===== src/design/mvw_pkg.sv =====
// mvw_pkg: shared types and constants of the masked voxel window point extractor
// holds payload structs, the register map, the config bundle and the back-end states
// no dependencies
`default_nettype none

package mvw_pkg;

  // fixed field widths
  localparam int VOXEL_BITS = 16;
  localparam int WIN_BITS   = 16;
  localparam int POS_W      = 28;
  localparam int GRAY_W     = 8;
  localparam int SPC_W      = 16;
  localparam int SLICE_W    = 10;
  localparam int EXT_W      = 11;
  localparam int MAG_W      = VOXEL_BITS + 1;
  localparam int POS_FRAC   = 8;

  localparam logic [GRAY_W-1:0] GRAY_MAX = '1;

  // divider: one quotient bit per step
  localparam int DIV_STEPS = GRAY_W;
  localparam int STEP_W    = $clog2(DIV_STEPS);

  // queue between front and back
  localparam int QUEUE_DEPTH = 4;
  localparam int PTR_W       = $clog2(QUEUE_DEPTH);

  // register port
  localparam int ADDR_W = 6;
  localparam int DATA_W = 64;
  localparam int IDX_W  = 3;

  localparam logic [IDX_W-1:0] REG_VIEW_MODE   = 3'd0;
  localparam logic [IDX_W-1:0] REG_SLICE_INDEX = 3'd1;
  localparam logic [IDX_W-1:0] REG_VOL_WIDTH   = 3'd2;
  localparam logic [IDX_W-1:0] REG_VOL_HEIGHT  = 3'd3;
  localparam logic [IDX_W-1:0] REG_VOL_DEPTH   = 3'd4;
  localparam logic [IDX_W-1:0] REG_WINDOW_LOW  = 3'd5;
  localparam logic [IDX_W-1:0] REG_WINDOW_HIGH = 3'd6;
  localparam logic [IDX_W-1:0] REG_SPACING     = 3'd7;

  typedef enum logic [1:0] {
    MODE_VOLUME     = 2'd0,
    MODE_TRANSVERSE = 2'd1,
    MODE_FRONTAL    = 2'd2,
    MODE_SAGITTAL   = 2'd3
  } view_mode_t;

  typedef enum logic [1:0] {
    BK_IDLE,
    BK_DIV,
    BK_DONE
  } back_state_t;

  typedef struct packed {
    logic signed [VOXEL_BITS-1:0] voxel_value;
    logic                         in_mask;
  } voxel_t;

  typedef struct packed {
    logic signed [POS_W-1:0] pos_x;
    logic signed [POS_W-1:0] pos_y;
    logic signed [POS_W-1:0] pos_z;
    logic [GRAY_W-1:0]       gray;
  } point_t;

  typedef struct packed {
    view_mode_t                 view_mode;
    logic [SLICE_W-1:0]         slice_index;
    logic [EXT_W-1:0]           vol_width;
    logic [EXT_W-1:0]           vol_height;
    logic [EXT_W-1:0]           vol_depth;
    logic signed [WIN_BITS-1:0] window_low;
    logic signed [WIN_BITS-1:0] window_high;
    logic [3*SPC_W-1:0]         voxel_spacing;
  } cfg_t;

  // queued work: positions done, gray still to divide
  typedef struct packed {
    logic signed [POS_W-1:0] pos_x;
    logic signed [POS_W-1:0] pos_y;
    logic signed [POS_W-1:0] pos_z;
    logic [MAG_W-1:0]        num_mag;
    logic [MAG_W-1:0]        den_mag;
  } work_t;

endpackage

`default_nettype wire


===== src/design/mvw_regs.sv =====
// mvw_regs: configuration register file behind the register port
// depends on mvw_pkg (cfg_t, register map)
`default_nettype none

module mvw_regs
  import mvw_pkg::*;
(
  input  logic              clk,
  input  logic              rst,
  input  logic              psel,
  input  logic              penable,
  input  logic              pwrite,
  input  logic [ADDR_W-1:0] paddr,
  input  logic [DATA_W-1:0] pwdata,
  output logic [DATA_W-1:0] prdata,
  output logic              pready,
  output cfg_t              cfg,
  output logic              mode_write
);

  logic [IDX_W-1:0] reg_idx;
  logic             wr_en;

  assign reg_idx    = paddr[ADDR_W-1:3];
  assign wr_en      = psel && penable && pwrite;
  assign mode_write = wr_en && (reg_idx == REG_VIEW_MODE);
  assign pready     = 1'b1;

  always_ff @(posedge clk) begin
    if (rst) begin
      cfg.view_mode     <= MODE_VOLUME;
      cfg.slice_index   <= '0;
      cfg.vol_width     <= 11'd256;
      cfg.vol_height    <= 11'd256;
      cfg.vol_depth     <= 11'd256;
      cfg.window_low    <= '0;
      cfg.window_high   <= 16'sd255;
      cfg.voxel_spacing <= 48'h0100_0100_0100;
    end else if (wr_en) begin
      unique case (reg_idx)
        REG_VIEW_MODE:   cfg.view_mode     <= view_mode_t'(pwdata[1:0]);
        REG_SLICE_INDEX: cfg.slice_index   <= pwdata[SLICE_W-1:0];
        REG_VOL_WIDTH:   cfg.vol_width     <= pwdata[EXT_W-1:0];
        REG_VOL_HEIGHT:  cfg.vol_height    <= pwdata[EXT_W-1:0];
        REG_VOL_DEPTH:   cfg.vol_depth     <= pwdata[EXT_W-1:0];
        REG_WINDOW_LOW:  cfg.window_low    <= signed'(pwdata[WIN_BITS-1:0]);
        REG_WINDOW_HIGH: cfg.window_high   <= signed'(pwdata[WIN_BITS-1:0]);
        REG_SPACING:     cfg.voxel_spacing <= pwdata[3*SPC_W-1:0];
      endcase
    end
  end

  always_comb begin
    unique case (reg_idx)
      REG_VIEW_MODE:   prdata = DATA_W'(cfg.view_mode);
      REG_SLICE_INDEX: prdata = DATA_W'(cfg.slice_index);
      REG_VOL_WIDTH:   prdata = DATA_W'(cfg.vol_width);
      REG_VOL_HEIGHT:  prdata = DATA_W'(cfg.vol_height);
      REG_VOL_DEPTH:   prdata = DATA_W'(cfg.vol_depth);
      REG_WINDOW_LOW:  prdata = DATA_W'(unsigned'(cfg.window_low));
      REG_WINDOW_HIGH: prdata = DATA_W'(unsigned'(cfg.window_high));
      REG_SPACING:     prdata = DATA_W'(cfg.voxel_spacing);
    endcase
  end

endmodule

`default_nettype wire


===== src/design/mvw_front.sv =====
// mvw_front: scan counters, position math and gray classification of each voxel
// depends on mvw_pkg (cfg_t, voxel_t, work_t)
`default_nettype none

module mvw_front
  import mvw_pkg::*;
#(
  parameter int MAX_DIM = 1024
) (
  input  logic   clk,
  input  logic   rst,
  input  cfg_t   cfg,
  input  logic   mode_write,
  input  logic   accept,
  input  voxel_t voxel,
  output logic   q_push,
  output work_t  q_wdata
);

  localparam int CNT_W  = $clog2(MAX_DIM);
  localparam int DIM_W  = $clog2(MAX_DIM + 1);
  localparam int CO_W   = (CNT_W > SLICE_W) ? CNT_W : SLICE_W;
  localparam int CS_W   = ((CO_W > DIM_W) ? CO_W : DIM_W) + 1;
  localparam int PROD_W = CS_W + SPC_W + 1;

  function automatic logic [DIM_W-1:0] clamp_dim(input logic [EXT_W-1:0] ext);
    logic [DIM_W-1:0] res;
    if (ext == '0) begin
      res = DIM_W'(1);
    end else if (32'(ext) > MAX_DIM) begin
      res = DIM_W'(MAX_DIM);
    end else begin
      res = DIM_W'(ext);
    end
    return res;
  endfunction

  function automatic logic wraps(input logic [CNT_W-1:0] cnt, input logic [DIM_W-1:0] dim);
    return (32'(cnt) + 32'd1) >= 32'(dim);
  endfunction

  logic [CNT_W-1:0] inner_count, middle_count, outer_count;
  logic [DIM_W-1:0] dim_w, dim_h, dim_d, in_dim, mid_dim;
  logic [CO_W-1:0]  cx, cy, cz;
  logic signed [CS_W-1:0]   off_x, off_y, off_z;
  logic signed [PROD_W-1:0] mul_x, mul_y, mul_z;
  logic signed [POS_W-1:0]  pos_x, pos_y, pos_z;
  logic signed [MAG_W-1:0]  vdiff, wdiff;
  logic inner_wrap, middle_wrap, keep;

  assign dim_w = clamp_dim(cfg.vol_width);
  assign dim_h = clamp_dim(cfg.vol_height);
  assign dim_d = clamp_dim(cfg.vol_depth);

  // scan axes per view mode
  always_comb begin
    unique case (cfg.view_mode)
      MODE_VOLUME: begin
        cx = CO_W'(inner_count);  cy = CO_W'(middle_count); cz = CO_W'(outer_count);
        in_dim = dim_w; mid_dim = dim_h;
      end
      MODE_TRANSVERSE: begin
        cx = CO_W'(inner_count);  cy = CO_W'(middle_count); cz = CO_W'(cfg.slice_index);
        in_dim = dim_w; mid_dim = dim_h;
      end
      MODE_FRONTAL: begin
        cx = CO_W'(inner_count);  cz = CO_W'(middle_count); cy = CO_W'(cfg.slice_index);
        in_dim = dim_w; mid_dim = dim_d;
      end
      MODE_SAGITTAL: begin
        cy = CO_W'(inner_count);  cz = CO_W'(middle_count); cx = CO_W'(cfg.slice_index);
        in_dim = dim_h; mid_dim = dim_d;
      end
    endcase
  end

  // centred offsets
  assign off_x = signed'(CS_W'(cx)) - signed'(CS_W'(dim_w >> 1));
  assign off_y = signed'(CS_W'(cy)) - signed'(CS_W'(dim_h >> 1));
  assign off_z = signed'(CS_W'(cz)) - signed'(CS_W'(dim_d >> 1));

  // slice modes scale by unsigned q8.8 spacing
  assign mul_x = off_x * signed'({1'b0, cfg.voxel_spacing[SPC_W-1:0]});
  assign mul_y = off_y * signed'({1'b0, cfg.voxel_spacing[2*SPC_W-1:SPC_W]});
  assign mul_z = off_z * signed'({1'b0, cfg.voxel_spacing[3*SPC_W-1:2*SPC_W]});

  always_comb begin
    if (cfg.view_mode == MODE_VOLUME) begin
      // y and z swap, z negated, integer offsets
      pos_x = signed'(POS_W'(off_x)) <<< POS_FRAC;
      pos_y = (-signed'(POS_W'(off_z))) <<< POS_FRAC;
      pos_z = signed'(POS_W'(off_y)) <<< POS_FRAC;
    end else begin
      pos_x = POS_W'(mul_x);
      pos_y = POS_W'(mul_y);
      pos_z = POS_W'(mul_z);
    end
  end

  // gray > 0 needs numerator and window of one sign; an empty window passes v > low
  assign vdiff = MAG_W'(voxel.voxel_value) - MAG_W'(cfg.window_low);
  assign wdiff = MAG_W'(cfg.window_high) - MAG_W'(cfg.window_low);

  always_comb begin
    if (wdiff == '0) begin
      keep = vdiff > 0;
    end else begin
      keep = ((vdiff > 0) && (wdiff > 0)) || ((vdiff < 0) && (wdiff < 0));
    end
  end

  assign q_push          = accept && voxel.in_mask && keep && !mode_write;
  assign q_wdata.pos_x   = pos_x;
  assign q_wdata.pos_y   = pos_y;
  assign q_wdata.pos_z   = pos_z;
  assign q_wdata.num_mag = vdiff[MAG_W-1] ? MAG_W'(-vdiff) : MAG_W'(vdiff);
  assign q_wdata.den_mag = wdiff[MAG_W-1] ? MAG_W'(-wdiff) : MAG_W'(wdiff);

  assign inner_wrap  = wraps(inner_count, in_dim);
  assign middle_wrap = wraps(middle_count, mid_dim);

  always_ff @(posedge clk) begin
    if (rst || mode_write) begin
      inner_count  <= '0;
      middle_count <= '0;
      outer_count  <= '0;
    end else if (accept) begin
      if (!inner_wrap) begin
        inner_count <= inner_count + 1'b1;
      end else begin
        inner_count <= '0;
        if (!middle_wrap) begin
          middle_count <= middle_count + 1'b1;
        end else begin
          middle_count <= '0;
          if (cfg.view_mode != MODE_VOLUME || wraps(outer_count, dim_d)) begin
            outer_count <= '0;
          end else begin
            outer_count <= outer_count + 1'b1;
          end
        end
      end
    end
  end

endmodule

`default_nettype wire


===== src/design/mvw_fifo.sv =====
// mvw_fifo: short queue of classified work between front and back
// depends on mvw_pkg (work_t, QUEUE_DEPTH)
`default_nettype none

module mvw_fifo
  import mvw_pkg::*;
(
  input  logic  clk,
  input  logic  rst,
  input  logic  push,
  input  work_t wdata,
  output logic  full,
  input  logic  pop,
  output work_t rdata,
  output logic  empty
);

  work_t            slots [QUEUE_DEPTH];
  logic [PTR_W-1:0] wr_ptr, rd_ptr;
  logic [PTR_W:0]   count;

  assign full  = count == (PTR_W+1)'(QUEUE_DEPTH);
  assign empty = count == '0;
  assign rdata = slots[rd_ptr];

  always_ff @(posedge clk) begin
    if (push) begin
      slots[wr_ptr] <= wdata;
    end
  end

  always_ff @(posedge clk) begin
    if (rst) begin
      wr_ptr <= '0;
      rd_ptr <= '0;
      count  <= '0;
    end else begin
      if (push) begin
        wr_ptr <= wr_ptr + 1'b1;
      end
      if (pop) begin
        rd_ptr <= rd_ptr + 1'b1;
      end
      unique case ({push, pop})
        2'b10:   count <= count + 1'b1;
        2'b01:   count <= count - 1'b1;
        default: count <= count;
      endcase
    end
  end

endmodule

`default_nettype wire


===== src/design/mvw_back.sv =====
// mvw_back: bit-serial gray division and the result register
// depends on mvw_pkg (work_t, point_t, back_state_t)
`default_nettype none

module mvw_back
  import mvw_pkg::*;
(
  input  logic   clk,
  input  logic   rst,
  input  logic   q_empty,
  input  work_t  q_rdata,
  output logic   q_pop,
  input  logic   pop,
  output logic   empty,
  output point_t point
);

  back_state_t state, state_next;

  logic signed [POS_W-1:0] wk_x, wk_y, wk_z;
  logic [MAG_W-1:0]        den;
  logic [MAG_W-1:0]        rem;
  logic [MAG_W:0]          rem_sh;
  logic [GRAY_W-1:0]       quo;
  logic [STEP_W-1:0]       step;
  logic                    sat;
  logic                    out_valid;
  logic                    do_load, do_step, out_write;
  logic                    drop, out_free, last_step;

  assign rem_sh    = {rem, 1'b0};
  assign drop      = !sat && (quo == '0);
  assign out_free  = !out_valid || pop;
  assign last_step = sat || (step == STEP_W'(DIV_STEPS - 1));

  always_comb begin
    state_next = state;
    unique case (state)
      BK_IDLE: if (!q_empty) state_next = BK_DIV;
      BK_DIV:  if (last_step) state_next = BK_DONE;
      BK_DONE: if (drop || out_free) state_next = BK_IDLE;
      default: state_next = BK_IDLE;
    endcase
  end

  always_comb begin
    do_load   = 1'b0;
    do_step   = 1'b0;
    out_write = 1'b0;
    unique case (state)
      BK_IDLE: do_load   = !q_empty;
      BK_DIV:  do_step   = !sat;
      BK_DONE: out_write = !drop && out_free;
      default: ;
    endcase
  end

  assign q_pop = do_load;

  always_ff @(posedge clk) begin
    if (rst) begin
      state <= BK_IDLE;
    end else begin
      state <= state_next;
    end
  end

  // restoring division of num*256 by den, num below den
  always_ff @(posedge clk) begin
    if (do_load) begin
      wk_x <= q_rdata.pos_x;
      wk_y <= q_rdata.pos_y;
      wk_z <= q_rdata.pos_z;
      den  <= q_rdata.den_mag;
      rem  <= q_rdata.num_mag;
      sat  <= q_rdata.num_mag >= q_rdata.den_mag;
      quo  <= '0;
      step <= '0;
    end else if (do_step) begin
      if (rem_sh >= {1'b0, den}) begin
        rem <= MAG_W'(rem_sh - {1'b0, den});
        quo <= {quo[GRAY_W-2:0], 1'b1};
      end else begin
        rem <= rem_sh[MAG_W-1:0];
        quo <= {quo[GRAY_W-2:0], 1'b0};
      end
      step <= step + 1'b1;
    end
  end

  always_ff @(posedge clk) begin
    if (rst) begin
      out_valid <= 1'b0;
    end else if (out_write) begin
      out_valid <= 1'b1;
    end else if (pop) begin
      out_valid <= 1'b0;
    end
  end

  always_ff @(posedge clk) begin
    if (out_write) begin
      point.pos_x <= wk_x;
      point.pos_y <= wk_y;
      point.pos_z <= wk_z;
      point.gray  <= sat ? GRAY_MAX : quo;
    end
  end

  assign empty = !out_valid;

endmodule

`default_nettype wire


===== src/design/masked_voxel_window_point_extract.sv =====
// masked_voxel_window_point_extract: top level of the masked voxel point extractor
// depends on mvw_pkg, mvw_regs, mvw_front, mvw_fifo, mvw_back
//
// usage
//   voxels enter on a queue-style channel: voxel is taken at a clock edge with push
//   high and full low. every taken voxel advances the internal raster counters
//   (whole volume, or one transverse, frontal or sagittal slice per view_mode).
//   points leave on a queue-style channel: point is valid while empty is low and is
//   taken at an edge with pop high. one transaction in gives zero or one points out;
//   voxels outside the mask or with a gray level of zero give none.
//   voxel input takes one per cycle until the four-entry work queue fills. each
//   point then passes through the back end one at a time: it is taken from the
//   queue, divided by the one-bit-per-cycle gray divider (skipped when gray
//   saturates at 255) and then written to the point register or dropped.
//   a stalled receiver holds the point register; the back end waits with the next
//   finished point and the queue keeps taking voxels until it is full.
//   reset (rst, synchronous) clears the counters, the queue and the point valid flag
//   and loads the register defaults. writing view_mode restarts the scan.
//   registers sit at 8-byte steps on the register port, 64-bit data, pready tied high.
`default_nettype none

module masked_voxel_window_point_extract
  import mvw_pkg::*;
#(
  parameter int MAX_DIM = 1024
) (
  input  logic              clk,
  input  logic              rst,
  // voxel channel
  input  logic              push,
  output logic              full,
  input  voxel_t            voxel,
  // point channel
  output logic              empty,
  input  logic              pop,
  output point_t            point,
  // register port
  input  logic              psel,
  input  logic              penable,
  input  logic              pwrite,
  input  logic [ADDR_W-1:0] paddr,
  input  logic [DATA_W-1:0] pwdata,
  output logic [DATA_W-1:0] prdata,
  output logic              pready
);

  cfg_t  cfg;
  logic  mode_write;
  logic  accept;
  logic  q_push, q_pop, q_full, q_empty;
  work_t q_wdata, q_rdata;

  // a voxel transaction completes whenever the work queue has room
  assign full   = q_full;
  assign accept = push && !q_full;

  mvw_regs u_regs (
    .clk        (clk),
    .rst        (rst),
    .psel       (psel),
    .penable    (penable),
    .pwrite     (pwrite),
    .paddr      (paddr),
    .pwdata     (pwdata),
    .prdata     (prdata),
    .pready     (pready),
    .cfg        (cfg),
    .mode_write (mode_write)
  );

  // front: counters, positions and the keep/drop decision
  mvw_front #(
    .MAX_DIM (MAX_DIM)
  ) u_front (
    .clk        (clk),
    .rst        (rst),
    .cfg        (cfg),
    .mode_write (mode_write),
    .accept     (accept),
    .voxel      (voxel),
    .q_push     (q_push),
    .q_wdata    (q_wdata)
  );

  // decouples the one-per-cycle front (held while the queue is full) from the multi-cycle back
  mvw_fifo u_fifo (
    .clk   (clk),
    .rst   (rst),
    .push  (q_push),
    .wdata (q_wdata),
    .full  (q_full),
    .pop   (q_pop),
    .rdata (q_rdata),
    .empty (q_empty)
  );

  // back: gray division, saturation and the point register
  mvw_back u_back (
    .clk     (clk),
    .rst     (rst),
    .q_empty (q_empty),
    .q_rdata (q_rdata),
    .q_pop   (q_pop),
    .pop     (pop),
    .empty   (empty),
    .point   (point)
  );

endmodule

`default_nettype wire


===== config.mk =====
export PLATFORM = sky130hd
export DESIGN_NAME = masked_voxel_window_point_extract
export DESIGN_NICKNAME = d
export VERILOG_FILES = /design/src/design/mvw_pkg.sv /design/src/design/mvw_regs.sv /design/src/design/mvw_front.sv /design/src/design/mvw_fifo.sv /design/src/design/mvw_back.sv /design/src/design/masked_voxel_window_point_extract.sv
export SDC_FILE = /design/constraint.sdc
export NUM_CORES = 2
export LEC_CHECK = 0
export BUFFER_PORTS_ARGS = -buffer_cell sky130_fd_sc_hd__buf_4
export CORE_AREA = 2 2 376 378
export DETAILED_ROUTE_END_ITERATION = 8
export DIE_AREA = 0 0 378 380
export GPL_ROUTABILITY_DRIVEN = 0
export PLACE_DENSITY = 0.6
export SETUP_SLACK_MARGIN = 0.05
export SYNTH_ARGS = -nofsm -noshare
export SYNTH_HDL_FRONTEND = slang
export SYNTH_SLANG_ARGS = --single-unit

===== constraint.sdc =====
create_clock -name clk -period 11.2 [get_ports clk]
set_input_delay 0 -clock clk [delete_from_list [all_inputs] [get_ports clk]]
set_output_delay 0 -clock clk [all_outputs]
set_load 0.05 [all_outputs]

Word-level counts from Yosys, hierarchy flattened
Memories as Yosys holds them, arrays and structs flattened. A register that Yosys moved wholly into a read port is not among the register bits.
Index checks and enable logic that the tools add are counted.
{"block": "totals", "output_inout_bits": 159, "register_bits": 387, "memories": 1, "in_bits": 94, "ram_bits": 472, "elab_cells": 172}
{"block": "classes", "mux": 39, "addsub": 20, "multipliers": 3, "reduce_logical": 50, "n_lt_le_gt_ge": 12, "n_eq_ne": 19}
{"memory": "u_fifo.slots", "words": 4, "width": 118, "read_ports": 1, "rd_ports_with_merged_regs": 1, "write_ports": 1, "line": "mvw_fifo.sv:18", "text": "work_t slots [QUEUE_DEPTH];"}
{"operator": "64-bit one-hot mux with 8 select lines", "count": 1}
{"operator": "32-bit by 11-bit >= comparator with 1-bit output", "count": 3}
{"operator": "17-bit two-way mux", "count": 5}
{"operator": "11-bit by 17-bit multiplier with 28-bit output", "count": 3}
{"operator": "28-bit two-way mux", "count": 3}
{"operator": "11-bit two-way mux", "count": 6}
{"operator": "10-bit one-hot mux with 3 select lines", "count": 2}
{"operator": "11-bit one-hot mux with 2 select lines", "count": 2}
{"operator": "17-bit by 1-bit > comparator with 1-bit output (second input constant)", "count": 2}
{"operator": "17-bit by 1-bit less-than comparator with 1-bit output (second input constant)", "count": 2}
{"operator": "17-bit negation", "count": 2}
{"operator": "16-bit by 16-bit subtractor with 17-bit output", "count": 2}
{"operator": "10-bit by 1-bit adder with 11-bit output (second input constant)", "count": 3}
{"operator": "11-bit > comparator (second input constant)", "count": 3}
{"operator": "11-bit zero test", "count": 3}
{"operator": "10-bit by 10-bit subtractor with 11-bit output", "count": 3}
{"operator": "10-bit by 1-bit adder with 10-bit output (second input constant)", "count": 3}
{"operator": "10-bit two-way mux", "count": 3}
{"operator": "11-bit negation with 20-bit output", "count": 1}
{"operator": "10-bit one-hot mux with 2 select lines", "count": 1}
{"operator": "3-bit == test (second input constant)", "count": 6}
{"operator": "18-bit by 17-bit >= comparator with 1-bit output", "count": 1}
{"operator": "2-bit AND reduction", "count": 9}
{"operator": "17-bit >= comparator", "count": 1}
{"operator": "other kinds (25)", "count": 73}

Longest topological paths before layout
{"block": "depth", "ltp_word": 9, "ltp_mapped": 36, "ltp_nobuf": 33}

Hierarchy
A second synthesis with hierarchy kept.
{"block": "hier_totals", "cells_unflattened": 5132, "area_unflattened_um2": 57985.6}
{"mod": "mvw_front", "seq_area_each_um2": 600.6, "cells_per_inst": 3237, "area_per_inst_um2": 25632.1, "instances": 1}
{"mod": "mvw_fifo", "seq_area_each_um2": 14353.8, "cells_per_inst": 663, "area_per_inst_um2": 17413.0, "instances": 1}
{"mod": "mvw_back", "seq_area_each_um2": 6616.3, "cells_per_inst": 570, "area_per_inst_um2": 8833.5, "instances": 1}
{"mod": "mvw_regs", "seq_area_each_um2": 2502.4, "cells_per_inst": 661, "area_per_inst_um2": 6093.3, "instances": 1}
{"mod": "masked_voxel_window_point_extract", "seq_area_each_um2": 0.0, "cells_per_inst": 1, "area_per_inst_um2": 13.8, "instances": 1}

Worst setup path after synthesis
No wires, ideal clock.
{"block": "synth_path", "path_kind": "register to register", "start": "register, netlist name u_regs.cfg[123]", "end": "memory u_fifo.slots[0][88] in the netlist's numbering (data pin)", "synth_period_minus_slack_ps": 8506, "path_buffers": 3, "t_required_ps": 10917, "path_slack_ps": 2694, "setup_time_ps": 283, "arrival_ps": 8222, "path_stages_with_launch": 37, "path_cell_list": "dfxtp_1 -> clkbuf_1 -> buf_1 -> mux2i_1 -> nand2_1 -> o21ai_0 -> ha_1 -> fa_1 -> nor2b_1 -> o21ai_0 -> a21boi_0 -> o21ai_0 -> a21boi_0 -> o21ai_0 -> nand2b_1 -> a31o_2 -> clkbuf_1 -> nor2_1 -> fa_1 -> inv_1 -> fa_1 -> inv_1 -> fa_1 -> fa_1 -> inv_1 -> fa_1 -> inv_1 -> ha_1 -> a21o_1 -> a21o_1 -> a21oi_1 -> o22ai_1 -> a2111oi_0 -> o31ai_1 -> a21oi_1 -> mux2i_1 -> nand3_1"}
{"element": "end, declared", "line": "mvw_fifo.sv:18"}

==> metrics <==
outcome=complete, no violations; Max Fanout on Critical Path=20; worst supply voltage drop on vdd=0.134 mV; area enclosed by the die boundary=144,000 sq um; total number of H-tree levels=3; number of instances in the synthesized netlist=5,135; number of detailed-route iterations in the first pass=6; core utilization of the finished layout=46.0%; required time reported for the critical path endpoint=11.57 ns; Placement Cell Area=60,500 sq um; detailed-placement wirelength estimate=106 mm; number of synthesized flops with an enable pin=683; crit path capture type=flip-flop; setup TNS=0 ns; total congestion overflow=0; worst hold-check slack=0.0721 ns; Final Hold Violating Endpoints=0; count of synthesis-stage warnings from yosys=0; Top delay family on crit path=adder cells; global-route wire length before repair=230 mm; r2r startpoint=u_regs.cfg[123]; launching instance or port of the critical path=u_regs.cfg[123]; upper clock frequency limit=0.102 GHz; std cell rows=137; remaining number of nets flagged by the antenna check after routing=0; combined area of all synthesized cells=56,900 sq um; slowest cell on the critical path=or4b_1; largest net degree at the start of global routing=75; Clock Path Buffers=3; Main synth FF type=edfxtp_1; final clock period utilization by the worst path=87.3%; Seq/Total Area, Yosys=42.3%; Static Leakage=25.5 nW; worst setup slack after placement=1.51 ns; worst hold path class=in2reg; combined global-route utilization of all metal layers=20.8%; DRC Markers=0; stage delay of the slowest cell on the critical path=0.91 ns; share of flip-flops with an asynchronous set or reset after synthesis=0%; CTS Sinks=861; count of input and output buffers=216; clock slew at the register clock pins of the worst setup and hold paths=0.06 ns; initial standard-cell utilization of the core=40.9%; ratio of total power to cell area=155 nW/um^2; DR iter-0 viols=2,515; setup repair after global routing missed its margin=no; number of buffers inserted to repair setup after CTS=0; Max Clock Skew=0.0389 ns; cell at the root of the clock tree=clkbuf_16; Most Frequent Cell on Critical Path=fa_1; slew of the pin with the lowest slew margin=1.20 ns; total of endpoints with negative setup slack in the final report=0; clock latency of the later-clocked register in the worst-skew pair=0.72 ns; worst path buffer plus inverter count=5; chip width=378 microns; Core Box Area=139,000 sq um; number of vias per cell after detailed routing=5.21; Post-layout nets=6,201; unique cell type count in the Yosys netlist=95; antenna violations before repair=7; layout cell share with drive strength beyond 1=12.1%; PnR worst setup slack=1.42 ns; vias in the first global route=39,200; reported max-cap violation count=0; #FFs+latches synth=861; Setup CP Type=reg2reg; Final Slew Violations=0; total of cells resized after clock tree synthesis=0; Layout Area Growth over Synthesis=12.6%; total wire length=147 mm; clock tree from TritonCTS=built; average cell area after synthesis=11.1 sq um; arrival time at the worst endpoint=10.15 ns; chip height=380 microns; top cells by area, synth=edfxtp_1, fa_1, ha_1; final routed wire length divided by cell count=20.1 microns; fraction of synthesized cell area taken by the top area cell type=36.1%; time the final worst path needs with I/O delays and setup=9.78 ns; Startpoint Class=flip-flop; # IOs=253; via count of the routed design=38,000; Worst Hold Launch=pwdata[25]; area leader, netlist=edfxtp_1; Slew HR=19.8%; final instance area=64,100 sq um; number of CTS-inserted buffers=93
sequential cells by signal, summed over array words and instances, names as in the netlist, 3 cells and up, named ones only:
register and count:
u_back.wk_x 28, u_back.wk_y 28, u_back.den 17, u_back.step 3, u_fifo.count 3, u_front.inner_count 10, u_fifo.slots 472, u_front.outer_count 10
u_back.wk_z 28, u_back.rem 17, u_back.quo 8, u_regs.cfg 125, u_back.point 92, u_front.middle_count 10
layout by cell type (no fill, tap or decap), drive strengths merged, types with 23 or more instances in the layout:
cell	instances
edfxtp	683
inv	654
nand2	626
fa	385
ha	385
nor2	283
buf	280
a21oi	275
and2	197
dfxtp	178
o21ai	160
clkbuf	126
nor2b	125
mux4	124
xnor2	99
mux2i	73
a21o	69
xor2	66
dlygate4sd3	52
and3	43
nor3	40
nand3	37
nand3b	36
a31oi	36
or2	34
nand2b	32
clkinv	29
o21a	23
metal layers:
metal / GRT usage (%) / share of wire, % / vias to the layer above
met5: 0 / 0 / -
met4: 7.13 / 3.2 / 0
met3: 3.31 / 5.8 / 217
met2: 33.3 / 46 / 984
met1: 28.6 / 45 / 19000
li1: - / - / 17800
worst reg2reg max path, delay by kind of cell (launching register included):
family / cells / cell delay (ns)
simple gates: 3 / 1.39
buf+inv: 5 / 0.59
mux: 2 / 0.21
xor+xnor: 1 / 0.12
flops: 1 / 0.81
compound gates: 12 / 3.02
fa+ha+maj: 7 / 3.29
kinds of logic after synthesis:
family	after synthesis	share of synthesized area, %
adder cells (fa/ha/maj)	770	22.0
AND/OR/NAND/NOR	1518	12.8
buffers and inverters	891	6.01
other	2	0.0132
flip-flops	861	42.3
multiplexers	215	6.55
XOR/XNOR	165	2.54
AO/OA/AOI/OAI	713	7.81
cells in the mapped netlist (all sizes together), types with 6 or more instances:
cell type,instances
nor2,283
a211oi,17
nor2b,125
o211ai,8
o21ai,160
a21oi,275
ha,385
edfxtp,683
or2,34
o311ai,7
mux2,18
nor3,40
and2,197
nand2b,32
a31oi,36
mux2i,73
fa,385
a221oi,13
and3,43
dfxtp,178
or4,6
buf,46
mux4,124
inv,649
clkbuf,194
nor4,15
xor2,66
nand4,10
nand3b,36
nor3b,9
nand3,37
o21bai,19
o21a,23
xnor2,99
or3,14
nand2,626
a21boi,14
a21o,69
o31ai,12
final timing paths:
check	end	slack, ns	depth (start not counted)
worst min register to register	u_back.point[83]	0.42	0
worst max-delay path	u_fifo.slots[3][61]	1.42	30
worst max register to register	u_fifo.slots[3][61]	1.42	30
worst min-delay path	u_regs.cfg[25]	0.07	4
per-stage QoR:
stage | total power [mW] | cells
CTS | 10.0 | 7291
floorplan | 6.19 | 5150
global placement | 6.90 | 7066
detailed placement | 6.94 | 7066
global route | 10.5 | 7291
finish | 9.91 | 7293
power by group:
| group | internal (mW) | switching [mW] | total (mW) |
|---|---|---|---|
| Sequential | 4.01 | 0.166 | 4.17 |
| Clock | 1.75 | 1.29 | 3.04 |
| Combinational | 1.04 | 1.65 | 2.69 |
| Total | 6.80 | 3.10 | 9.91 |
timing repair:
action / 4_1_cts / 5_1_grt
hold endpoints to repair: 137 / 0
hold buffers: 52 / 0
endpoints found under the setup margin: 0 / 0
final cells by class:
type	instances	area [sq um]
multi-input cells	3398	29600
fillers	13000	75100
well taps	1876	2350
flip-flops and latches	861	24100
repair buffers	332	2620
diodes	2	5.00
clock inverters	47	475
inverters	651	2450
clock buffers	126	2530
(Power assumes the default switching activity.)
